<file path="src/gbe_pkg.sv">
// Shared types and constants for the gap buffer editor.
`timescale 1ns / 1ps

package gbe_pkg;

   typedef enum logic [2:0] {
      FN_TYPE      = 3'd0,
      FN_DELETE    = 3'd1,
      FN_BACKSPACE = 3'd2,
      FN_LEFT      = 3'd3,
      FN_RIGHT     = 3'd4,
      FN_READ      = 3'd5,
      FN_QUERY     = 3'd6
   } func_type;

   typedef enum logic [1:0] {
      STAT_OK    = 2'd0,
      STAT_FULL  = 2'd1,
      STAT_EDGE  = 2'd2,
      STAT_RANGE = 2'd3
   } status_type;

   typedef enum logic [1:0] {
      ST_IDLE  = 2'd0,
      ST_ISSUE = 2'd1,
      ST_MOVE  = 2'd2,
      ST_WALK  = 2'd3
   } state_type;

   // controller to datapath
   typedef struct packed {
      logic capture;
      logic issue;
      logic move;
      logic walk;
   } cmd_type;

   // datapath to controller
   typedef struct packed {
      logic go_move;
      logic go_walk;
      logic walk_done;
   } stat_type;

   localparam logic [7:0] NEWLINE = 8'h0A;
   localparam int OUT_W = 11;

endpackage

</file>
<file path="src/gbe_ctrl.sv">
// Sequencing state machine of the gap buffer editor.
`timescale 1ns / 1ps

module gbe_ctrl (
   input  logic              clock,
   input  logic              reset,
   input  logic              start,
   output logic              busy,
   input  gbe_pkg::stat_type stat,
   output gbe_pkg::cmd_type  cmd
);

   gbe_pkg::state_type state_ff, state_in;

   always_ff @(posedge clock) begin
      if (reset) begin
         state_ff <= gbe_pkg::ST_IDLE;
      end else begin
         state_ff <= state_in;
      end
   end

   always_comb begin
      state_in = state_ff;
      case (state_ff)
         gbe_pkg::ST_IDLE: begin
            if (start) state_in = gbe_pkg::ST_ISSUE;
         end
         gbe_pkg::ST_ISSUE: begin
            if (stat.go_move)      state_in = gbe_pkg::ST_MOVE;
            else if (stat.go_walk) state_in = gbe_pkg::ST_WALK;
            else                   state_in = gbe_pkg::ST_IDLE;
         end
         gbe_pkg::ST_MOVE: begin
            state_in = gbe_pkg::ST_IDLE;
         end
         gbe_pkg::ST_WALK: begin
            if (stat.walk_done) state_in = gbe_pkg::ST_IDLE;
         end
         default: begin
            state_in = gbe_pkg::ST_IDLE;
         end
      endcase
   end

   always_comb begin
      busy        = (state_ff != gbe_pkg::ST_IDLE);
      cmd.capture = (state_ff == gbe_pkg::ST_IDLE) && start;
      cmd.issue   = (state_ff == gbe_pkg::ST_ISSUE);
      cmd.move    = (state_ff == gbe_pkg::ST_MOVE);
      cmd.walk    = (state_ff == gbe_pkg::ST_WALK);
   end

endmodule

</file>
<file path="config.mk">
export PLATFORM = sky130hd
export DESIGN_NAME = gbe_ctrl
export DESIGN_NICKNAME = d
export VERILOG_FILES = /design/src/gbe_pkg.sv /design/src/gbe_ctrl.sv
export SDC_FILE = /design/constraint.sdc
export NUM_CORES = 1
export LEC_CHECK = 0
export BUFFER_PORTS_ARGS = -buffer_cell sky130_fd_sc_hd__buf_4
export CAP_MARGIN = 20
export CORE_AREA = 2 2 39 41
export DETAILED_ROUTE_END_ITERATION = 10
export DIE_AREA = 0 0 41 43
export PLACE_DENSITY_LB_ADDON = 0.12
export REMOVE_ABC_BUFFERS = 1
export SYNTH_ARGS = -nofsm -noshare
export SYNTH_HDL_FRONTEND = slang
export SYNTH_SLANG_ARGS = --single-unit
</file>
<file path="constraint.sdc">
create_clock -name clock -period 0.85 [get_ports clock]
set_input_delay 0.17 -clock clock [delete_from_list [all_inputs] [get_ports clock]]
set_output_delay 0.17 -clock clock [all_outputs]
set_load 0.02 [all_outputs]
</file>
==> results of run 1 <==
-- synthesized netlist by cell type, drive strengths merged --
cell	count
a2111oi	1
nor3	1
nor3b	1
o31a	1
nor2	1
and3b	1
dfxtp	2
nor4bb	1
inv	2
nor2b	1
or2	1
and2	1
-- path summary, 6_finish.rpt --
| check | from | endpoint | depth (start not counted) |
|---|---|---|---|
| setup / recovery | state_ff[0]$_SDFFE_PP0P_ | busy | 2 |
| hold / removal | reset | state_ff[1]$_SDFFE_PP0P_ | 2 |
| setup reg to reg | state_ff[1]$_SDFFE_PP0P_ | state_ff[0]$_SDFFE_PP0P_ | 3 |
| hold reg to reg | state_ff[0]$_SDFFE_PP0P_ | state_ff[1]$_SDFFE_PP0P_ | 2 |
-- through the flow --
step,std cells,cell area (um2),TNS (ps)
after floorplan,14,131.4,-418.9
after global placement,40,226.5,-749.6
after detailed placement,40,226.5,-807.0
after CTS,45,281.5,-1387
after global routing,45,297.8,-1629
final,45,297.8,-1345
-- per-layer routing --
metal	global-route usage (%)	vias up
met1	5.732	70
met3	2.094	0
met5	0	-
met2	7.813	7
li1	-	80
met4	8.000	0
-- kinds of logic after synthesis --
logic type,count (synthesis)
compound gates,2
flops,2
simple gates,8
buf+inv,2
-- final cells by class --
type | count | area [um2] | share of cell area, %
repair buffers | 12 | 105.1 | 35.29
inverters | 2 | 7.507 | 2.521
clock buffers | 3 | 22.52 | 7.563
multi-input cells | 10 | 95.09 | 31.93
flip-flops and latches | 2 | 47.55 | 15.97
well taps | 16 | 20.02 | 6.723
-- timing repair --
item                       in CTS  in global routing
pin swaps                       4                  1
cloned                          0                  0
resized for setup               6                  4
setup endpoints to repair       7                  7
setup buffers                   2                  0
-- power by group through the flow --
stage / sequential, mW / clock (mW) / combinational [mW]
3_5_place_dp: 0.113 / 0 / 0.0926
2_1_floorplan: 0.110 / 0 / 0.0458
6_report: 0.110 / 0.207 / 0.116
3_3_place_gp: 0.113 / 0 / 0.0925
4_1_cts: 0.110 / 0.222 / 0.110
5_1_grt: 0.112 / 0.221 / 0.125
-- worst max-delay path: stages, from the launching register on --
cell and delay, ps:
dfxtp_4 350, or2_1 240, buf_6 130
==> flow_metrics.env, run 1 <==
export IMPL_outcome="finished, violations left"
export IMPL_failed_checks="setup timing"
export IMPL_slew_violations=0
export IMPL_clockPowerShare_pct=47.8
export IMPL_die_w_um=41
export IMPL_wl_met3_um=40
export IMPL_rsz0062_at_grt="true"
export IMPL_top_register="state_ff"
export IMPL_synth_top_area_share_pct=30.48
export IMPL_setup_ws_ps=-267.6
export IMPL_slew_headroom_pct=83.51
export IMPL_cts_tree="yes"
export IMPL_mostFrequentLayoutCell="buf_4"
export IMPL_clkSinkCount=2
export IMPL_crit_path_start_kind="flop"
export IMPL_largest_register_ffs=2
export IMPL_drcViolationCount=0
export IMPL_regToRegSetupSlack_ps=-150
export IMPL_synth_xor_area_share_pct=0
export IMPL_powerDensity_nw_per_um2=1454
export IMPL_crit_arrival_ps=950
export IMPL_cts_buffers=3
export IMPL_synthesis_area_um2=131.4
export IMPL_first_pass_iters=1
export IMPL_maxCapViolCount=0
export IMPL_comb_power_share_pct=26.8
export IMPL_hp_class="primary input to flop"
export IMPL_synth_area_leader_cell="dfxtp_1"
export IMPL_synth_seq_area_share_pct=30.48
export IMPL_worst_slew_pin_slew_ps=244.0
export IMPL_die_y_um=43
export IMPL_io_buffers=10
export IMPL_intPower_mw=0.3216
export IMPL_finish_net_count=37
export IMPL_dr_wl_met2_um=190
export IMPL_drt_initial_drc_count=0
export IMPL_dieArea_um2=1763
export IMPL_vias_per_cell=3.489
export IMPL_route_vias_total=157
export IMPL_clkLatencyLatePin_ps=220
export IMPL_grt_pass1_wl_um=648
export IMPL_synth_seq_cells=2
export IMPL_drive_above_1_share_pct=72.41
export IMPL_routed_wl_um=405
export IMPL_synth_simple_gate_area_share_pct=45.71
export IMPL_p_total_mw=0.4329
export IMPL_htree_num_levels=1
export IMPL_yosys_top_cells_area="dfxtp_1 30%, a2111oi_2 11%, nor3b_2 9.5%, nor4bb_1 7.6%, and3b_1 6.7%"
export IMPL_synth_adder_area_share_pct=0
export IMPL_p_leak_nw=0.1398
export IMPL_synth_compound_area_share_pct=18.10
export IMPL_fmax_mhz=894.8
export IMPL_preCtsSetupSlack_ps=-155.4
export IMPL_grt_ovfl_total=0
export IMPL_grt_antenna_before_repair=0
export IMPL_switchingPower_mw=0.1113
export IMPL_hpwl_um=288.4
export IMPL_ioPinCount=11
export IMPL_cp_end_kind="output pin"
export IMPL_cp_required_ps=680
export IMPL_fin_crit_ps=1118
export IMPL_finalClockSkew_ps=1.630
export IMPL_p_sw_share_pct=25.72
export IMPL_peakVddDrop_mv=0.4154
export IMPL_critical_path_class="flop to output pin"
export IMPL_synthMuxAreaShare_pct=0
export IMPL_fillCellCount=161
export IMPL_finalHoldViolations=0
export IMPL_post_drt_wl_per_cell_um=9.000
export IMPL_utilization_pct=21.52
export IMPL_crit_fanout=7
export IMPL_core_rowCount=14
export IMPL_grt_usage_pct=5.906
export IMPL_setup_viol=7
export IMPL_clock_path_buffers=2
export IMPL_largestRegisters="state_ff: 2 flops"
export IMPL_holdWs_ps=118.1
export IMPL_grt_pass1_vias=174
export IMPL_drtAntennaViolNets=0
export IMPL_syn2layout_area_growth_pct=126.7
export IMPL_final_cell_mix="8 x buf_4, 4 x buf_6, 3 x clkbuf_4"
export IMPL_synth_top_family_by_area="simple AND/OR/NAND/NOR gates"
export IMPL_synth_cell_types=12
export IMPL_clkTransAtPathRegs_ps=30
export IMPL_syn_avg_cell_area_um2=9.384
export IMPL_diodes=0
export IMPL_top_layer="met3"
export IMPL_gp_congestion=0.6891
export IMPL_wl_met1_um=175
export IMPL_period_share_pct=131.5
export IMPL_ctsRootBufferMaster="clkbuf_4"
export IMPL_syn_inst=14
export IMPL_grt_max_degree=8
export IMPL_start_util_pct=9.494
export IMPL_seqPwrFrac_pct=25.4
export IMPL_ctsHoldBuffers=0
export IMPL_synth_warnings=0
export IMPL_core_area_um2=1384
(Power assumes the default switching activity.)
==> run 2: changes to the inputs <==
--- a/config.mk
+++ b/config.mk
@@ -8,10 +8,12 @@
 export BUFFER_PORTS_ARGS = -buffer_cell sky130_fd_sc_hd__buf_4
 export CAP_MARGIN = 20
 export CORE_AREA = 2 2 39 41
+export CTS_BUF_LIST = sky130_fd_sc_hd__clkbuf_16
 export DETAILED_ROUTE_END_ITERATION = 10
 export DIE_AREA = 0 0 41 43
 export PLACE_DENSITY_LB_ADDON = 0.12
 export REMOVE_ABC_BUFFERS = 1
+export SKIP_CTS_REPAIR_TIMING = 1
 export SYNTH_ARGS = -nofsm -noshare
 export SYNTH_HDL_FRONTEND = slang
 export SYNTH_SLANG_ARGS = --single-unit
==> flow_metrics.env, run 2 (same netlist as run 1, synthesis figures left out) <==
export IMPL_peakVddDrop_mv=0.9014
export IMPL_mostFrequentLayoutCell="buf_4"
export IMPL_htree_num_levels=1
export IMPL_regArea_um2=47.55
export IMPL_holdWs_ps=134.2
export IMPL_drcViolationCount=0
export IMPL_p_total_mw=0.9462
export IMPL_start_util_pct=9.494
export IMPL_grt_max_degree=10
export IMPL_drive_above_1_share_pct=72.41
export IMPL_critical_path_class="flop to output pin"
export IMPL_hp_class="primary input to flop"
export IMPL_cp_end_kind="output pin"
export IMPL_syn2layout_area_growth_pct=181.0
export IMPL_largest_register_ffs=2
export IMPL_setup_ws_ps=-263.3
export IMPL_regToRegSetupSlack_ps=-210
export IMPL_clockPowerShare_pct=74.7
export IMPL_design_area_um2=369.1
export IMPL_seqPwrFrac_pct=11.6
export IMPL_drtAntennaViolNets=0
export IMPL_critPathSlowestCell="dfxtp_4"
export IMPL_slew_violations=0
export IMPL_fmax_mhz=898.2
export IMPL_core_area_um2=1384
export IMPL_finalClockSkew_ps=1.658
export IMPL_utilization_pct=26.67
export IMPL_io_buffers=10
export IMPL_final_setup_tns_ps=-1473
export IMPL_worst_slew_pin_slew_ps=237.8
export IMPL_final_cell_mix="8 x buf_4, 4 x buf_6, 3 x clkbuf_16"
export IMPL_cp_required_ps=680
export IMPL_preCtsSetupSlack_ps=-155.4
export IMPL_ioPinCount=11
export IMPL_maxCapViolCount=0
export IMPL_crit_chain="or2_1 > buf_6"
export IMPL_clkTransAtPathRegs_ps=30
export IMPL_failed_checks="setup timing"
export IMPL_diodes=0
export IMPL_top_register="state_ff"
export IMPL_cts_buffers=3
export IMPL_grt_ovfl_total=0
export IMPL_cts_tree="yes"
export IMPL_p_leak_nw=0.1648
export IMPL_slew_headroom_pct=83.93
export IMPL_route_vias_total=160
export IMPL_clock_path_buffers=2
export IMPL_clkLatencyLatePin_ps=220
export IMPL_crit_fanout=7
export IMPL_period_share_pct=131.0
export IMPL_finalHoldViolations=0
export IMPL_post_drt_wl_per_cell_um=10.60
export IMPL_crit_path_start_kind="flop"
export IMPL_die_y_um=43
export IMPL_largestRegisters="state_ff: 2 flops"
export IMPL_cp_top_family="flip-flops"
export IMPL_intPower_mw=0.7692
export IMPL_comb_power_share_pct=13.7
export IMPL_first_pass_iters=1
export IMPL_grt_pass1_wl_um=648
export IMPL_cp_buffers_inverters=1
export IMPL_gp_congestion=0.6891
export IMPL_stdcell_count=45
export IMPL_ctsRootBufferMaster="clkbuf_16"
export IMPL_p_sw_share_pct=18.70
export IMPL_placed_cells=40
export IMPL_rsz0062_at_grt="true"
export IMPL_grt_pass1_vias=172
export IMPL_core_rowCount=14
export IMPL_setup_viol=7
export IMPL_multiInputGateArea_um2=113.9
export IMPL_switchingPower_mw=0.1770
export IMPL_clkSinkCount=2
export IMPL_die_w_um=41
export IMPL_crit_arrival_ps=940
export IMPL_cpPeakStageDelay_ps=350
export IMPL_grt_usage_pct=6.406
export IMPL_hpwl_um=288.4
export IMPL_fin_crit_ps=1113
export IMPL_fillCellCount=152
export IMPL_dieArea_um2=1763
export IMPL_finish_net_count=37
export IMPL_routed_wl_um=477
export IMPL_vias_per_cell=3.556
export IMPL_grt_antenna_before_repair=0
export IMPL_powerDensity_nw_per_um2=2564
export IMPL_place_area_um2=226.5
export IMPL_drt_initial_drc_count=0
export IMPL_outcome="finished, violations left"
==> run 2: changes by cell type in the layout (fill, tap and decap cells not counted) <==
cell,before,now
nor3_2,1,0
clkbuf_16,0,3
a2111oi_2,1,0
clkbuf_4,3,0
nor3_4,0,1
a2111oi_4,0,1
==> run 2: metal layers <==
layer / share of wire, % / vias to the layer above / global-route usage, %
met5: 0 / - / 0
met4: 0 / 0 / 10.00
met3: 7.3 / 0 / 1.571
met2: 53 / 7 / 9.375
met1: 39 / 73 / 5.096
li1: - / 80 / -
==> run 2: power by group through the flow <==
stage          clock network, mW  logic, mW  registers, mW
5_1_grt                    0.728      0.138          0.111
3_5_place_dp                   0     0.0926          0.113
4_1_cts                    0.726     0.0932          0.112
2_1_floorplan                  0     0.0458          0.110
3_3_place_gp                   0     0.0925          0.113
6_report                   0.707      0.129          0.110
==> run 2: area by class of cell <==
cell class	instances	share of cell area [%]
Clock buffer	3	20.34
Inverter	2	2.034
Sequential cell	2	12.88
Timing Repair Buffer	12	28.47
Multi-Input combinational cell	10	30.85
Tap cell	16	5.424
==> run 2: final timing paths <==
kind	depth (start not counted)	startpoint	endpoint
min	2	reset	state_ff[1]$_SDFFE_PP0P_
min reg2reg	2	state_ff[0]$_SDFFE_PP0P_	state_ff[1]$_SDFFE_PP0P_
max reg2reg	3	state_ff[1]$_SDFFE_PP0P_	state_ff[0]$_SDFFE_PP0P_
max	2	state_ff[0]$_SDFFE_PP0P_	busy
==> run 3: changes to the inputs <==
--- a/config.mk
+++ b/config.mk
@@ -17,3 +17,4 @@
 export SYNTH_ARGS = -nofsm -noshare
 export SYNTH_HDL_FRONTEND = slang
 export SYNTH_SLANG_ARGS = --single-unit
+export TNS_END_PERCENT = 1
==> constraint.sdc (replaced) <==
create_clock -name clock -period 1.1 [get_ports clock]
set_input_delay 0.22 -clock clock [delete_from_list [all_inputs] [get_ports clock]]
set_output_delay 0.22 -clock clock [all_outputs]
set_load 0.02 [all_outputs]
==> flow_metrics.env, run 3 (same netlist as run 1, synthesis figures left out) <==
export IMPL_outcome="finished, violations left"
export IMPL_p_sw_share_pct=16.85
export IMPL_grt_antenna_before_repair=0
export IMPL_finalClockSkew_ps=2.396
export IMPL_clock_path_buffers=2
export IMPL_grt_usage_pct=5.711
export IMPL_finalHoldViolations=0
export IMPL_die_y_um=43
export IMPL_dieArea_um2=1763
export IMPL_reg2reg_depth=3
export IMPL_routed_wl_um=374
export IMPL_largest_register_ffs=2
export IMPL_intPower_mw=0.5891
export IMPL_holdCritStartpoint="reset"
export IMPL_regArea_um2=47.55
export IMPL_crit_arrival_ps=930
export IMPL_seqPwrFrac_pct=11.9
export IMPL_core_rowCount=14
export IMPL_largestRegisters="state_ff: 2 flops"
export IMPL_grt_max_degree=10
export IMPL_rsz0062_at_grt="true"
export IMPL_clkTransAtPathRegs_ps=30
export IMPL_fmax_mhz=868.9
export IMPL_cts_tree="yes"
export IMPL_setup_ws_ps=-50.95
export IMPL_route_vias_total=147
export IMPL_fillCellCount=157
export IMPL_placed_cells=40
export IMPL_crit_end="busy"
export IMPL_finish_net_count=37
export IMPL_ioPinCount=11
export IMPL_top_register="state_ff"
export IMPL_r2r_start="state_ff[1]$_SDFFE_PP0P_"
export IMPL_regToRegSetupSlack_ps=40
export IMPL_gp_congestion=0.6924
export IMPL_mostFrequentLayoutCell="buf_4"
export IMPL_drcViolationCount=0
export IMPL_peakVddDrop_mv=0.7656
export IMPL_p_leak_nw=0.1601
export IMPL_io_buffers=10
export IMPL_timing_critical_path_from="state_ff[1]$_SDFFE_PP0P_"
export IMPL_syn2layout_area_growth_pct=162.9
export IMPL_start_util_pct=9.494
export IMPL_htree_num_levels=1
export IMPL_failed_checks="setup timing"
export IMPL_hpwl_um=276.1
export IMPL_stdcell_count=45
export IMPL_worst_slew_pin_slew_ps=252.2
export IMPL_clockPowerShare_pct=75.6
export IMPL_critical_path_class="flop to output pin"
export IMPL_period_share_pct=104.6
export IMPL_post_drt_wl_per_cell_um=8.311
export IMPL_die_w_um=41
export IMPL_drtAntennaViolNets=0
export IMPL_diodes=0
export IMPL_grt_pass1_wl_um=565
export IMPL_cp_required_ps=880
export IMPL_r2r_end="state_ff[0]$_SDFFE_PP0P_"
export IMPL_powerDensity_nw_per_um2=2052
export IMPL_hp_class="primary input to flop"
export IMPL_drt_initial_drc_count=0
export IMPL_switchingPower_mw=0.1194
export IMPL_cp_end_kind="output pin"
export IMPL_vias_per_cell=3.267
export IMPL_crit_path_start_kind="flop"
export IMPL_crit_fanout=6
export IMPL_core_area_um2=1384
export IMPL_drive_above_1_share_pct=72.41
export IMPL_first_pass_iters=1
export IMPL_maxCapViolCount=0
export IMPL_slew_headroom_pct=83.15
export IMPL_final_setup_tns_ps=-119.7
export IMPL_multiInputGateArea_um2=96.34
export IMPL_cts_buffers=3
export IMPL_grt_pass1_vias=144
export IMPL_setup_viol=4
export IMPL_final_cell_mix="8 x buf_4, 3 x clkbuf_16, 3 x buf_6"
export IMPL_fin_crit_ps=1151
export IMPL_clkSinkCount=2
export IMPL_grt_ovfl_total=0
export IMPL_clkLatencyLatePin_ps=220
export IMPL_ctsRootBufferMaster="clkbuf_16"
export IMPL_comb_power_share_pct=12.5
export IMPL_slew_violations=0
## run 3: critical path, stage by stage, from the launching register on
cell and delay, ps:
dfxtp_4 350, or2_1 230, buf_6 130
## run 3: area by class of cell
cell class | instances | share of cell area (%)
Sequential cell | 2 | 13.77
Timing Repair Buffer | 12 | 28.62
Tap cell | 16 | 5.797
Clock buffer | 3 | 21.74
Multi-Input combinational cell | 10 | 27.90
Inverter | 2 | 2.174
## run 3: worst min-delay path by stage
stage,end,cells past startpoint
after global placement,state_ff[1]$_SDFFE_PP0P_,2
after floorplan,state_ff[1]$_SDFFE_PP0P_,1
after global routing,state_ff[1]$_SDFFE_PP0P_,2
after CTS,state_ff[1]$_SDFFE_PP0P_,2
final,state_ff[1]$_SDFFE_PP0P_,2
after detailed placement,state_ff[1]$_SDFFE_PP0P_,2
## run 3: layer usage
| layer | vias up | share of wire, % | GRT usage, % |
|---|---|---|---|
| met2 | 9 | 39 | 5.625 |
| met3 | 0 | 14 | 6.283 |
| met5 | - | 0 | 0 |
| li1 | 81 | - | - |
| met4 | 0 | 0 | 6.000 |
| met1 | 57 | 47 | 5.751 |
## run 3: power by group through the flow
stage	Combinational (mW)	Sequential (mW)	Clock, mW
finish	0.0883	0.0844	0.536
global route	0.0942	0.0862	0.561
CTS	0.0714	0.0863	0.551
detailed placement	0.0710	0.0873	0
global placement	0.0709	0.0873	0
floorplan	0.0354	0.0847	0
## run 3: per-stage QoR
step                      util, %  setup slack [ps]  total power, mW  cell area, um2  hold WS, ps
after floorplan                 -             80.50           0.1201           131.4        298.7
after global placement      16.37             86.76           0.1582           226.5        408.9
after detailed placement    16.37             72.93           0.1583           226.5        409.2
after CTS                   21.79            -156.0           0.7083           301.5        184.1
after global routing        24.95            -92.18           0.7419           345.3        179.6
final                       24.95            -50.95           0.7085           345.3        176.9
